<file path="src/calda_pkg.sv">
// Package with the types, codes and calendar tables of the date-time advance block.
`default_nettype none

package calda_pkg;

  typedef enum logic [2:0] {
    ST_IDLE,
    ST_LOAD,
    ST_MUL,
    ST_SUB,
    ST_FIX,
    ST_WALK,
    ST_DONE
  } state_e;

  typedef enum logic [2:0] {
    STEP_MS,
    STEP_SEC,
    STEP_MIN,
    STEP_HOUR,
    STEP_MON,
    STEP_YEAR
  } step_e;

  localparam logic [2:0] FUNC_YEAR   = 3'd0;
  localparam logic [2:0] FUNC_MONTH  = 3'd1;
  localparam logic [2:0] FUNC_DAY    = 3'd2;
  localparam logic [2:0] FUNC_HOUR   = 3'd3;
  localparam logic [2:0] FUNC_MINUTE = 3'd4;
  localparam logic [2:0] FUNC_SECOND = 3'd5;
  localparam logic [2:0] FUNC_MILLI  = 3'd6;

  localparam int unsigned DivW = 10;

  localparam logic [DivW-1:0] MsPerSec   = 10'd1000;
  localparam logic [DivW-1:0] SecPerMin  = 10'd60;
  localparam logic [DivW-1:0] MinPerHour = 10'd60;
  localparam logic [DivW-1:0] HourPerDay = 10'd24;
  localparam logic [DivW-1:0] MonPerYear = 10'd12;
  localparam logic [DivW-1:0] LeapCycle  = 10'd400;

  localparam logic [3:0] MonthDec = 4'd12;
  localparam logic [8:0] CycleEnd = 9'd399;

  function automatic logic [DivW-1:0] step_divisor(input step_e step);
    logic [DivW-1:0] d;
    d = MsPerSec;
    unique case (step)
      STEP_MS:   d = MsPerSec;
      STEP_SEC:  d = SecPerMin;
      STEP_MIN:  d = MinPerHour;
      STEP_HOUR: d = HourPerDay;
      STEP_MON:  d = MonPerYear;
      STEP_YEAR: d = LeapCycle;
      default:   d = MsPerSec;
    endcase
    return d;
  endfunction

  // The year is held modulo 400, so the century rule needs only a few compares.
  function automatic logic is_leap(input logic [8:0] y400);
    return (y400 == 9'd0) ||
           ((y400[1:0] == 2'b00) && (y400 != 9'd100) && (y400 != 9'd200) &&
            (y400 != 9'd300));
  endfunction

  function automatic logic [4:0] month_len(input logic [3:0] mo, input logic leap);
    logic [4:0] len;
    len = 5'd31;
    case (mo)
      4'd4, 4'd6, 4'd9, 4'd11: len = 5'd30;
      4'd2:                    len = leap ? 5'd29 : 5'd28;
      default:                 len = 5'd31;
    endcase
    return len;
  endfunction

endpackage

`default_nettype wire

</file>
<file path="src/calendar_datetime_advance_top.sv">
// Top level of the Gregorian date-time advance block with its shared multiplier and month walk.
//
// Usage: drive the date-time fields, func_i and delay_i, and raise start while busy is
// low; the item transfers at that clock edge and busy rises in the next cycle.
// The delay is added to the unit chosen by func_i, then the time fields are carried
// upwards and the day is reduced month by month until it fits its month.
// One multiplier serves six divisions by constants in turn: milliseconds by 1000,
// seconds and minutes by 60, hours by 24, months by 12 and the year by 400 (the year
// is then tracked modulo 400 for the leap-year rule). Each division runs through
// load, multiply by a scaled reciprocal, multiply back, and one compare and subtract
// that corrects the quotient. The month walk steps over one month at a time.
// The result stands on the output ports for one cycle with done_o high; busy stays high
// through that cycle and falls after it, so a new item can transfer only once the last
// result has been given.
// The receiver cannot hold a result off; it must take it in the done_o cycle.
// Reset returns the block to idle and drops any item in progress.
`default_nettype none

module calendar_datetime_advance_top #(
  parameter int unsigned DELAY_BITS = 16
) (
  input  wire logic                  clk_i,
  input  wire logic                  rst_ni,
  input  wire logic                  start,
  output      logic                  busy,
  input  wire logic [2:0]            func_i,
  input  wire logic [DELAY_BITS-1:0] delay_i,
  input  wire logic [13:0]           year_in_i,
  input  wire logic [3:0]            month_in_i,
  input  wire logic [4:0]            day_in_i,
  input  wire logic [4:0]            hour_in_i,
  input  wire logic [5:0]            minute_in_i,
  input  wire logic [5:0]            second_in_i,
  input  wire logic [9:0]            milli_in_i,
  output      logic                  done_o,
  output      logic [16:0]           year_out_o,
  output      logic [3:0]            month_out_o,
  output      logic [4:0]            day_out_o,
  output      logic [4:0]            hour_out_o,
  output      logic [5:0]            minute_out_o,
  output      logic [5:0]            second_out_o,
  output      logic [9:0]            milli_out_o
);
  import calda_pkg::*;

  localparam int unsigned VW = ((DELAY_BITS > 14) ? DELAY_BITS : 14) + 1;
  localparam int unsigned YW = VW + 1;
  localparam int unsigned PW = 2 * VW;

  localparam logic [VW-1:0] RecipMs   = VW'((64'd1 << VW) / 64'(MsPerSec));
  localparam logic [VW-1:0] RecipSec  = VW'((64'd1 << VW) / 64'(SecPerMin));
  localparam logic [VW-1:0] RecipMin  = VW'((64'd1 << VW) / 64'(MinPerHour));
  localparam logic [VW-1:0] RecipHour = VW'((64'd1 << VW) / 64'(HourPerDay));
  localparam logic [VW-1:0] RecipMon  = VW'((64'd1 << VW) / 64'(MonPerYear));
  localparam logic [VW-1:0] RecipYear = VW'((64'd1 << VW) / 64'(LeapCycle));

  state_e           state_q, state_d;
  step_e            step_q, step_d;

  logic [VW-1:0]    nq_q, nq_d;
  logic [VW-1:0]    quo_q, quo_d;
  logic [DivW:0]    rem_q, rem_d;
  logic [YW-1:0]    yr_q, yr_d;
  logic [VW-1:0]    mo_q, mo_d;
  logic [VW-1:0]    dy_q, dy_d;
  logic [VW-1:0]    hr_q, hr_d;
  logic [VW-1:0]    mi_q, mi_d;
  logic [VW-1:0]    se_q, se_d;
  logic [VW-1:0]    ms_q, ms_d;
  logic [8:0]       y400_q, y400_d;

  logic [DivW-1:0]  divisor;
  logic [VW-1:0]    recip;
  logic [VW-1:0]    mul_a;
  logic [VW-1:0]    mul_b;
  logic [PW-1:0]    prod;
  logic [VW-1:0]    resid;
  logic             ge;
  logic [DivW:0]    diff;
  logic [DivW-1:0]  rem_fix;
  logic [VW-1:0]    quo_fix;
  logic [VW-1:0]    dl;
  logic [4:0]       len;

  always_comb begin
    unique case (step_q)
      STEP_MS:   recip = RecipMs;
      STEP_SEC:  recip = RecipSec;
      STEP_MIN:  recip = RecipMin;
      STEP_HOUR: recip = RecipHour;
      STEP_MON:  recip = RecipMon;
      STEP_YEAR: recip = RecipYear;
      default:   recip = RecipMs;
    endcase
  end

  // The scaled reciprocal is rounded down, so the first quotient is exact or one short.
  assign divisor = step_divisor(step_q);
  assign mul_a   = (state_q == ST_MUL) ? nq_q : quo_q;
  assign mul_b   = (state_q == ST_MUL) ? recip : VW'(divisor);
  assign prod    = PW'(mul_a) * PW'(mul_b);
  assign resid   = nq_q - prod[VW-1:0];
  assign ge      = rem_q >= {1'b0, divisor};
  assign diff    = rem_q - {1'b0, divisor};
  assign rem_fix = ge ? diff[DivW-1:0] : rem_q[DivW-1:0];
  assign quo_fix = quo_q + VW'(ge);
  assign dl      = VW'(delay_i);
  assign len     = month_len(mo_q[3:0], is_leap(y400_q));

  always_ff @(posedge clk_i or negedge rst_ni) begin
    if (!rst_ni) begin
      state_q <= ST_IDLE;
      step_q  <= STEP_MS;
    end else begin
      state_q <= state_d;
      step_q  <= step_d;
    end
  end

  always_ff @(posedge clk_i) begin
    nq_q   <= nq_d;
    quo_q  <= quo_d;
    rem_q  <= rem_d;
    yr_q   <= yr_d;
    mo_q   <= mo_d;
    dy_q   <= dy_d;
    hr_q   <= hr_d;
    mi_q   <= mi_d;
    se_q   <= se_d;
    ms_q   <= ms_d;
    y400_q <= y400_d;
  end

  always_comb begin
    state_d = state_q;
    step_d  = step_q;
    nq_d    = nq_q;
    quo_d   = quo_q;
    rem_d   = rem_q;
    yr_d    = yr_q;
    mo_d    = mo_q;
    dy_d    = dy_q;
    hr_d    = hr_q;
    mi_d    = mi_q;
    se_d    = se_q;
    ms_d    = ms_q;
    y400_d  = y400_q;
    done_o  = 1'b0;

    unique case (state_q)
      ST_IDLE: begin
        if (start) begin
          yr_d = YW'(year_in_i);
          mo_d = (month_in_i == 4'd0) ? VW'(1) : VW'(month_in_i);
          dy_d = (day_in_i == 5'd0) ? VW'(1) : VW'(day_in_i);
          hr_d = VW'(hour_in_i);
          mi_d = VW'(minute_in_i);
          se_d = VW'(second_in_i);
          ms_d = VW'(milli_in_i);
          case (func_i)
            FUNC_YEAR:   yr_d = YW'(year_in_i) + YW'(delay_i);
            FUNC_MONTH:  mo_d = ((month_in_i == 4'd0) ? VW'(1) : VW'(month_in_i)) + dl;
            FUNC_DAY:    dy_d = ((day_in_i == 5'd0) ? VW'(1) : VW'(day_in_i)) + dl;
            FUNC_HOUR:   hr_d = VW'(hour_in_i) + dl;
            FUNC_MINUTE: mi_d = VW'(minute_in_i) + dl;
            FUNC_SECOND: se_d = VW'(second_in_i) + dl;
            FUNC_MILLI:  ms_d = VW'(milli_in_i) + dl;
            default:     ;
          endcase
          step_d  = STEP_MS;
          state_d = ST_LOAD;
        end
      end

      ST_LOAD: begin
        unique case (step_q)
          STEP_MS:   nq_d = ms_q;
          STEP_SEC:  nq_d = se_q;
          STEP_MIN:  nq_d = mi_q;
          STEP_HOUR: nq_d = hr_q;
          STEP_MON:  nq_d = mo_q - VW'(1);
          STEP_YEAR: nq_d = yr_q[VW-1:0];
          default:   nq_d = ms_q;
        endcase
        state_d = ST_MUL;
      end

      ST_MUL: begin
        quo_d   = prod[PW-1:VW];
        state_d = ST_SUB;
      end

      ST_SUB: begin
        rem_d   = resid[DivW:0];
        state_d = ST_FIX;
      end

      ST_FIX: begin
        state_d = ST_LOAD;
        unique case (step_q)
          STEP_MS: begin
            ms_d   = VW'(rem_fix);
            se_d   = se_q + quo_fix;
            step_d = STEP_SEC;
          end
          STEP_SEC: begin
            se_d   = VW'(rem_fix);
            mi_d   = mi_q + quo_fix;
            step_d = STEP_MIN;
          end
          STEP_MIN: begin
            mi_d   = VW'(rem_fix);
            hr_d   = hr_q + quo_fix;
            step_d = STEP_HOUR;
          end
          STEP_HOUR: begin
            hr_d   = VW'(rem_fix);
            dy_d   = dy_q + quo_fix;
            step_d = STEP_MON;
          end
          STEP_MON: begin
            mo_d   = VW'(rem_fix) + VW'(1);
            yr_d   = yr_q + YW'(quo_fix);
            step_d = STEP_YEAR;
          end
          STEP_YEAR: begin
            y400_d  = rem_fix[8:0];
            step_d  = STEP_MS;
            state_d = ST_WALK;
          end
          default: begin
            step_d = STEP_MS;
          end
        endcase
      end

      ST_WALK: begin
        if (dy_q <= VW'(len)) begin
          state_d = ST_DONE;
        end else begin
          dy_d = dy_q - VW'(len);
          if (mo_q[3:0] == MonthDec) begin
            mo_d   = VW'(1);
            yr_d   = yr_q + YW'(1);
            y400_d = (y400_q == CycleEnd) ? 9'd0 : y400_q + 9'd1;
          end else begin
            mo_d = mo_q + VW'(1);
          end
        end
      end

      ST_DONE: begin
        done_o  = 1'b1;
        state_d = ST_IDLE;
      end

      default: begin
        state_d = ST_IDLE;
      end
    endcase
  end

  assign busy         = (state_q != ST_IDLE);
  assign year_out_o   = 17'(yr_q);
  assign month_out_o  = mo_q[3:0];
  assign day_out_o    = dy_q[4:0];
  assign hour_out_o   = hr_q[4:0];
  assign minute_out_o = mi_q[5:0];
  assign second_out_o = se_q[5:0];
  assign milli_out_o  = ms_q[9:0];

`ifndef ASSERT_OFF
  a_start_busy: assert property (@(posedge clk_i) disable iff (!rst_ni)
    (start && !busy) |=> busy)
    else $error("A transfer did not make the block busy.");

  a_done_idle: assert property (@(posedge clk_i) disable iff (!rst_ni)
    done_o |=> (state_q == ST_IDLE))
    else $error("The block did not return to idle after a result.");

  a_rem_bound: assert property (@(posedge clk_i) disable iff (!rst_ni)
    (state_q == ST_FIX) |-> (rem_q < ({1'b0, divisor} << 1)))
    else $error("The divider remainder exceeded twice its divisor.");

  a_walk_month: assert property (@(posedge clk_i) disable iff (!rst_ni)
    (state_q == ST_WALK) |-> ((mo_q >= VW'(1)) && (mo_q <= VW'(12)) && (y400_q <= CycleEnd)))
    else $error("The month walk left the calendar range.");
`endif

endmodule

`default_nettype wire
</file>
<file path="config.mk">
export PLATFORM = sky130hd
export DESIGN_NAME = calendar_datetime_advance_top
export DESIGN_NICKNAME = d
export VERILOG_FILES = /design/src/calda_pkg.sv /design/src/calendar_datetime_advance_top.sv
export SDC_FILE = /design/constraint.sdc
export NUM_CORES = 1
export LEC_CHECK = 0
export ABC_CLOCK_PERIOD_IN_PS = 18800
export BUFFER_PORTS_ARGS = -buffer_cell sky130_fd_sc_hd__buf_2
export CORE_MARGIN = 3
export CORE_UTILIZATION = 40
export CTS_CLUSTER_SIZE = 8
export DETAILED_ROUTE_END_ITERATION = 10
export PLACE_DENSITY_LB_ADDON = 0.25
export SETUP_SLACK_MARGIN = 0.3
export SLEW_MARGIN = 0
export SYNTH_ARGS = -nofsm -noshare
export SYNTH_HDL_FRONTEND = slang
export SYNTH_SLANG_ARGS = --single-unit
</file>
<file path="constraint.sdc">
create_clock -name clk_i -period 18.8 [get_ports clk_i]
set_input_delay 2.82 -clock clk_i [delete_from_list [all_inputs] [get_ports clk_i]]
set_output_delay 2.82 -clock clk_i [all_outputs]
set_load 0.1 [all_outputs]
</file>
==> qor.yml, run 1 <==
status:
  outcome: "complete, no violations"
drt:
  avgViaCountPerCell: 5.798
  vias: 23190
  detail-route-antenna-nets: 0
  first_pass_iters: 8
  wl_per_cell_um: 23.13
  routed_wl_mm: 92.51
  drtIter0Drc: 2770
  drc: 0
setup_path:
  crit_required_ps: 19050
  cp-start-kind: "register"
  timing.rr.start: "step_q[2]$_DFFE_PN0P_"
  path_class: "register to register"
  crit_start: "step_q[2]$_DFFE_PN0P_"
  critPathMaxFanout: 23
  worstPathArrival_ps: 9030
  crit_path_end_kind: "register"
clock_tree:
  cts_buffer_depth: 2
  clk_pin_slew_worst_paths_ps: 80
  numClockSinks: 178
  tritoncts: "done"
  post_cts_resized: 0
  clk_latency_ps: 510
  post_cts_buffers: 0
  cts_root_buffer: "clkbuf_16"
  htree_num_levels: 4
  cts_buffers: 17
  ctsHoldBuffers: 0
grt:
  grt_max_degree: 75
  antenna_found_initial: 4
  grt_pass1_wl_mm: 138.2
  grt_usage: 0.2718
  grt_pass1_vias: 22230
  overflow: 0
cells_and_area:
  drive_above_1_share: 0.07925
  num-fill-cells: 6500
  synthToLayoutAreaGrowth_pct: 7.119
  final_nets: 3667
yosys:
  yosysMostFrequentCell: "inv_1"
  synth_common_cells: "360 x inv_1, 340 x nand2_1, 280 x ha_1, 272 x nor2_1, 186 x fa_1"
  synth_top_area_frac: 0.1971
  yosysUniqueCellTypes: 90
  synth_nets: 3641
  synth_edf_count: 172
  synthFlopType: "edfxtp_1"
  ys_async_sr_fraction: 0.03371
  synthTopCellsByArea: "edfxtp_1 20%, fa_1 14%, ha_1 13%"
  ys_seq_area_frac: 0.2028
  syn-cell-area_sq_um: 26210
  avgSynthCellArea_sq_um: 8.445
  synth.largest_area_cell: "edfxtp_1"
  synth_cells: 3103
  ys_warn_count: 0
  ys_ff_latch: 178
timing:
  tightest_slew_ps: 1282
  rsz0062_at_grt: "false"
  period_share: 0.4670
  slew_viol_final: 0
  final.setup.tns_ps: 0
  hold_viol_final: 0
  fmax_ghz: 0.1139
  fin_skew_ps: 25.94
  fin_crit_ps: 8780
  setup_viol: 0
  slew_headroom: 0.1422
die:
  dieArea_sq_um: 68620
  die_w_um: 262.0
  row_count: 93
  die_h_um: 262.0
  pin_count: 127
  initial_core_util: 0.4058
  core_area_sq_um: 64580
placement:
  portBuffers: 126
  hpwl_mm: 72.71
  gp_congestion: 0.9966
min_path:
  min_path_type: "register to register"
  hold_path_startpoint: "ms_q[12]$_SDFFCE_PP0P_"
flow_run:
  drv_cap: 0
placed cells by master (no fill, tap or decap), types with 12 or more instances in the layout:
master	n
clkbuf_16	17
mux2_2	15
a31oi_1	34
a21o_1	50
or3_1	25
o211ai_1	19
o31ai_1	13
xor2_1	98
edfxtp_1	172
nor2_1	270
nand2b_1	23
nor4_1	14
o22ai_1	47
ha_1	280
buf_4	42
fa_1	186
nor3_1	70
a211oi_1	34
a21boi_0	16
o21bai_1	26
inv_1	359
nand4_1	13
a21oi_1	165
buf_2	126
mux2i_1	39
o21ai_0	134
o2111ai_1	12
nor2b_1	27
nand2_1	340
nand3_1	58
xnor2_1	141
and2_1	28
and3_1	47
per-stage QoR:
stage               utilization  setup slack, ps  hold slack [ps]  cells  instance area [sq um]
finish                   0.4347            10020            623.5   3999                  28070
global route             0.4346             9535            640.9   3997                  28070
CTS                      0.4346            10130            611.0   3997                  28070
detailed placement       0.4261            10160            585.6   3965                  27520
global placement         0.4261            10230            590.8   3965                  27520
floorplan                     -            11570            496.3   3103                  26210
worst max-delay path, cell delays in order (launching register included):
cell	delay [ps]
dfrtp_1	860
inv_1	400
nor3_2	960
buf_4	370
nand2_1	120
o21a_1	340
nor2_1	240
fa_1	420
inv_1	80
fa_1	430
fa_1	530
inv_1	60
fa_1	490
fa_1	480
inv_1	50
fa_1	470
inv_1	40
ha_1	210
or4_1	550
a2111oi_2	290
a21oi_1	240
o2111ai_1	410
a21boi_0	190
o21ai_0	200
a21oi_1	90
worst paths after layout:
kind                                     endpoint  slack (ps)  cells past startpoint
setup / recovery              quo_q[12]$_DFFE_PP_       10020                     24
hold / removal                 nq_q[12]$_DFFE_PP_         620                      1
setup reg to reg              quo_q[12]$_DFFE_PP_       10020                     24
hold reg to reg                nq_q[12]$_DFFE_PP_         620                      1
max in group asynchronous   step_q[0]$_DFFE_PN0P_       16530                      1
min in group asynchronous  state_q[2]$_DFFE_PN0P_        2130                      1
cell families (layout without fill, tap and decap cells):
group           Yosys count  count (layout)  share of synthesized area
compound gates          670             670                     0.1664
fa+ha+maj               466             466                     0.2758
other cells               0               2                          0
simple gates            972             972                     0.1721
mux                      55              55                    0.02172
buf+inv                 521             560                    0.08055
xor+xnor                241             241                    0.08055
flops                   178             178                     0.2028
sequential cells by signal (all words and copies together), names as in the netlist, 9 cells and up:
register and count:
nq_q 17, se_q 17, mi_q 17, quo_q 16, rem_q 11, y400_q 9, dy_q 17, hr_q 17
mo_q 17, ms_q 17, yr_q 17
layout make-up:
type,instances,area (sq um),share of cell area
multi-input cells,2404,18840,0.6710
flip-flops and latches,178,5315,0.1893
inverters,360,1351,0.04814
well taps,855,1070,0.03811
repair buffers,168,945.9,0.03370
clock buffers,17,425.4,0.01515
clock inverters,15,121.4,0.004324
diodes,2,5.005,0.0001783
layer usage:
layer  up-vias  routed length, um  global-route usage
li1      10790                  -                   -
met1     11050              39140              0.3739
met2      1152              40040              0.4183
met3       190               8811             0.04915
met4         4               4491              0.1194
met5         -                 26                   0
Power of run 1 is not shown: default switching activity piles up to over one toggle a cycle in this logic, so the estimate is an artifact.
==> inputs of run 2 (changes only) <==
--- a/config.mk
+++ b/config.mk
@@ -5,7 +5,7 @@
 export SDC_FILE = /design/constraint.sdc
 export NUM_CORES = 1
 export LEC_CHECK = 0
-export ABC_CLOCK_PERIOD_IN_PS = 18800
+export ABC_CLOCK_PERIOD_IN_PS = 8200
 export BUFFER_PORTS_ARGS = -buffer_cell sky130_fd_sc_hd__buf_2
 export CORE_MARGIN = 3
 export CORE_UTILIZATION = 40
==> constraint.sdc (replaced) <==
create_clock -name clk_i -period 8.2 [get_ports clk_i]
set_input_delay 1.23 -clock clk_i [delete_from_list [all_inputs] [get_ports clk_i]]
set_output_delay 1.23 -clock clk_i [all_outputs]
set_load 0.1 [all_outputs]
==> run 2 against run 1 <==
Utilization is 0.43 points higher. Worst setup slack worse by 9300 ps. Sequential share of layout area is 0.19 points lower. Hold slack worse by 89 ps. Critical endpoint is now quo_q[14]$_DFFE_PP_.
==> qor.yml, run 2 (synthesis results as in run 1) <==
grt:
  grt_pass1_wl_mm: 140.7
  grt_pass1_vias: 22270
  overflow: 0
  grtUsageMet2: 0.4246
  grt-busiest-layer: "met2"
  grtUsageMet1: 0.3784
  antenna_found_initial: 6
  grt_usage: 0.2775
  grtUsageMet3: 0.05204
  grt_max_degree: 52
drt:
  first_pass_iters: 8
  drc: 0
  detail-route-antenna-nets: 0
  vias: 23220
  routed_wl_mm: 94.49
  wl_per_cell_um: 23.49
  drtIter0Drc: 3093
  avgViaCountPerCell: 5.774
timing:
  fin_crit_ps: 7514
  slew_headroom: 0.2195
  final.setup.tns_ps: 0
  rsz0062_at_grt: "false"
  post-route-worst-setup-slack_ps: 685.8
  hold_viol_final: 0
  tightest_slew_ps: 1138
  slew_viol_final: 0
  fmax_ghz: 0.1331
  fin_skew_ps: 16.90
  setup_viol: 0
  period_share: 0.9164
die:
  dieArea_sq_um: 68620
  initial_core_util: 0.4058
  pin_count: 127
  core_area_sq_um: 64580
  row_count: 93
  die_h_um: 262.0
  die_w_um: 262.0
cells_and_area:
  multi_input_area_sq_um: 18860
  drive_above_1_share: 0.08878
  final_cell_mix: "359 x inv_1, 340 x nand2_1, 279 x ha_1"
  final_common_cell: "inv_1"
  utilization: 0.4390
  regArea_sq_um: 5315
  synthToLayoutAreaGrowth_pct: 8.184
  num-fill-cells: 6465
  finish.instance_area_sq_um: 28350
  final_nets: 3690
clock_tree:
  clk_pin_slew_worst_paths_ps: 80
  tritoncts: "done"
  htree_num_levels: 4
  clk_latency_ps: 520
  ctsHoldBuffers: 0
  numClockSinks: 178
  cts_root_buffer: "clkbuf_16"
  cts_buffers: 17
  cts_buffer_depth: 2
placement:
  post_dp_cell_area_sq_um: 27680
  portBuffers: 126
  gp_congestion: 0.9632
  hpwl_mm: 74.26
  pre_cts_slack_ps: 285.6
status:
  outcome: "complete, no violations"
setup_path:
  crit_required_ps: 8530
  worstPathArrival_ps: 7840
  rrSetupSlack_ps: 690
  crit_path_end_kind: "register"
  critPathMaxFanout: 14
  cp-start-kind: "register"
  path_class: "register to register"
flow_run:
  drv_cap: 0
min_path:
  min_path_type: "input port to async pin"
==> run 2: layer usage <==
layer | share of wire | wire, um
met1 | 0.43 | 40240
met2 | 0.43 | 40360
met3 | 0.093 | 8811
met4 | 0.054 | 5073
met5 | 0.000095 | 9
==> run 2: final cells by class <==
class / count / area share
clock buffers: 17 / 0.01501
inverters: 360 / 0.04775
well taps: 855 / 0.03774
clock inverters: 15 / 0.006797
multi-input cells: 2404 / 0.6653
diodes: 2 / 0.0001765
flip-flops and latches: 178 / 0.1875
repair buffers: 191 / 0.03972
==> run 2: critical path, stage by stage, from the launching register on <==
cell and delay [ps]:
dfrtp_1 550, nor2_1 540, xnor2_1 110, nand2_1 180
inv_1 130, a21boi_0 190, buf_4 220, nand2_1 90
fa_1 500, fa_1 510, fa_1 510, inv_1 60
fa_1 480, fa_1 500, inv_1 50, fa_1 480
inv_1 40, ha_1 210, or4_1 540, a2111oi_2 270
a21oi_1 300, o2111ai_2 340, a21o_1 170, nand2_1 70
o311ai_1 260
==> run 2: metrics by stage <==
| step | hold WS, ps | instances |
|---|---|---|
| 2_1_floorplan | 496.3 | 3103 |
| 5_1_grt | 526.2 | 4020 |
| 3_3_place_gp | 553.4 | 3988 |
| 4_1_cts | 509.0 | 4020 |
| 3_5_place_dp | 547.9 | 3988 |
| 6_report | 534.8 | 4022 |
==> run 2: timing repair <==
action	4_1_cts	5_1_grt
cloned	0	0
resized for setup	1	11
setup buffers	0	0
endpoints found under the setup margin	2	8
==> run 2: path summary, 6_finish.rpt <==
check                                       startpoint                      to  cells after the start
worst max-delay path             step_q[0]$_DFFE_PN0P_     quo_q[14]$_DFFE_PP_                     24
min in group clk_i              ms_q[12]$_SDFFCE_PP0P_      nq_q[12]$_DFFE_PP_                      1
worst min register to register  ms_q[12]$_SDFFCE_PP0P_      nq_q[12]$_DFFE_PP_                      1
max in group asynchronous                       rst_ni   step_q[1]$_DFFE_PN0P_                      1
worst max register to register   step_q[0]$_DFFE_PN0P_     quo_q[14]$_DFFE_PP_                     24
worst min-delay path                            rst_ni  state_q[2]$_DFFE_PN0P_                      1
Power of run 2 is left out for the same reason.
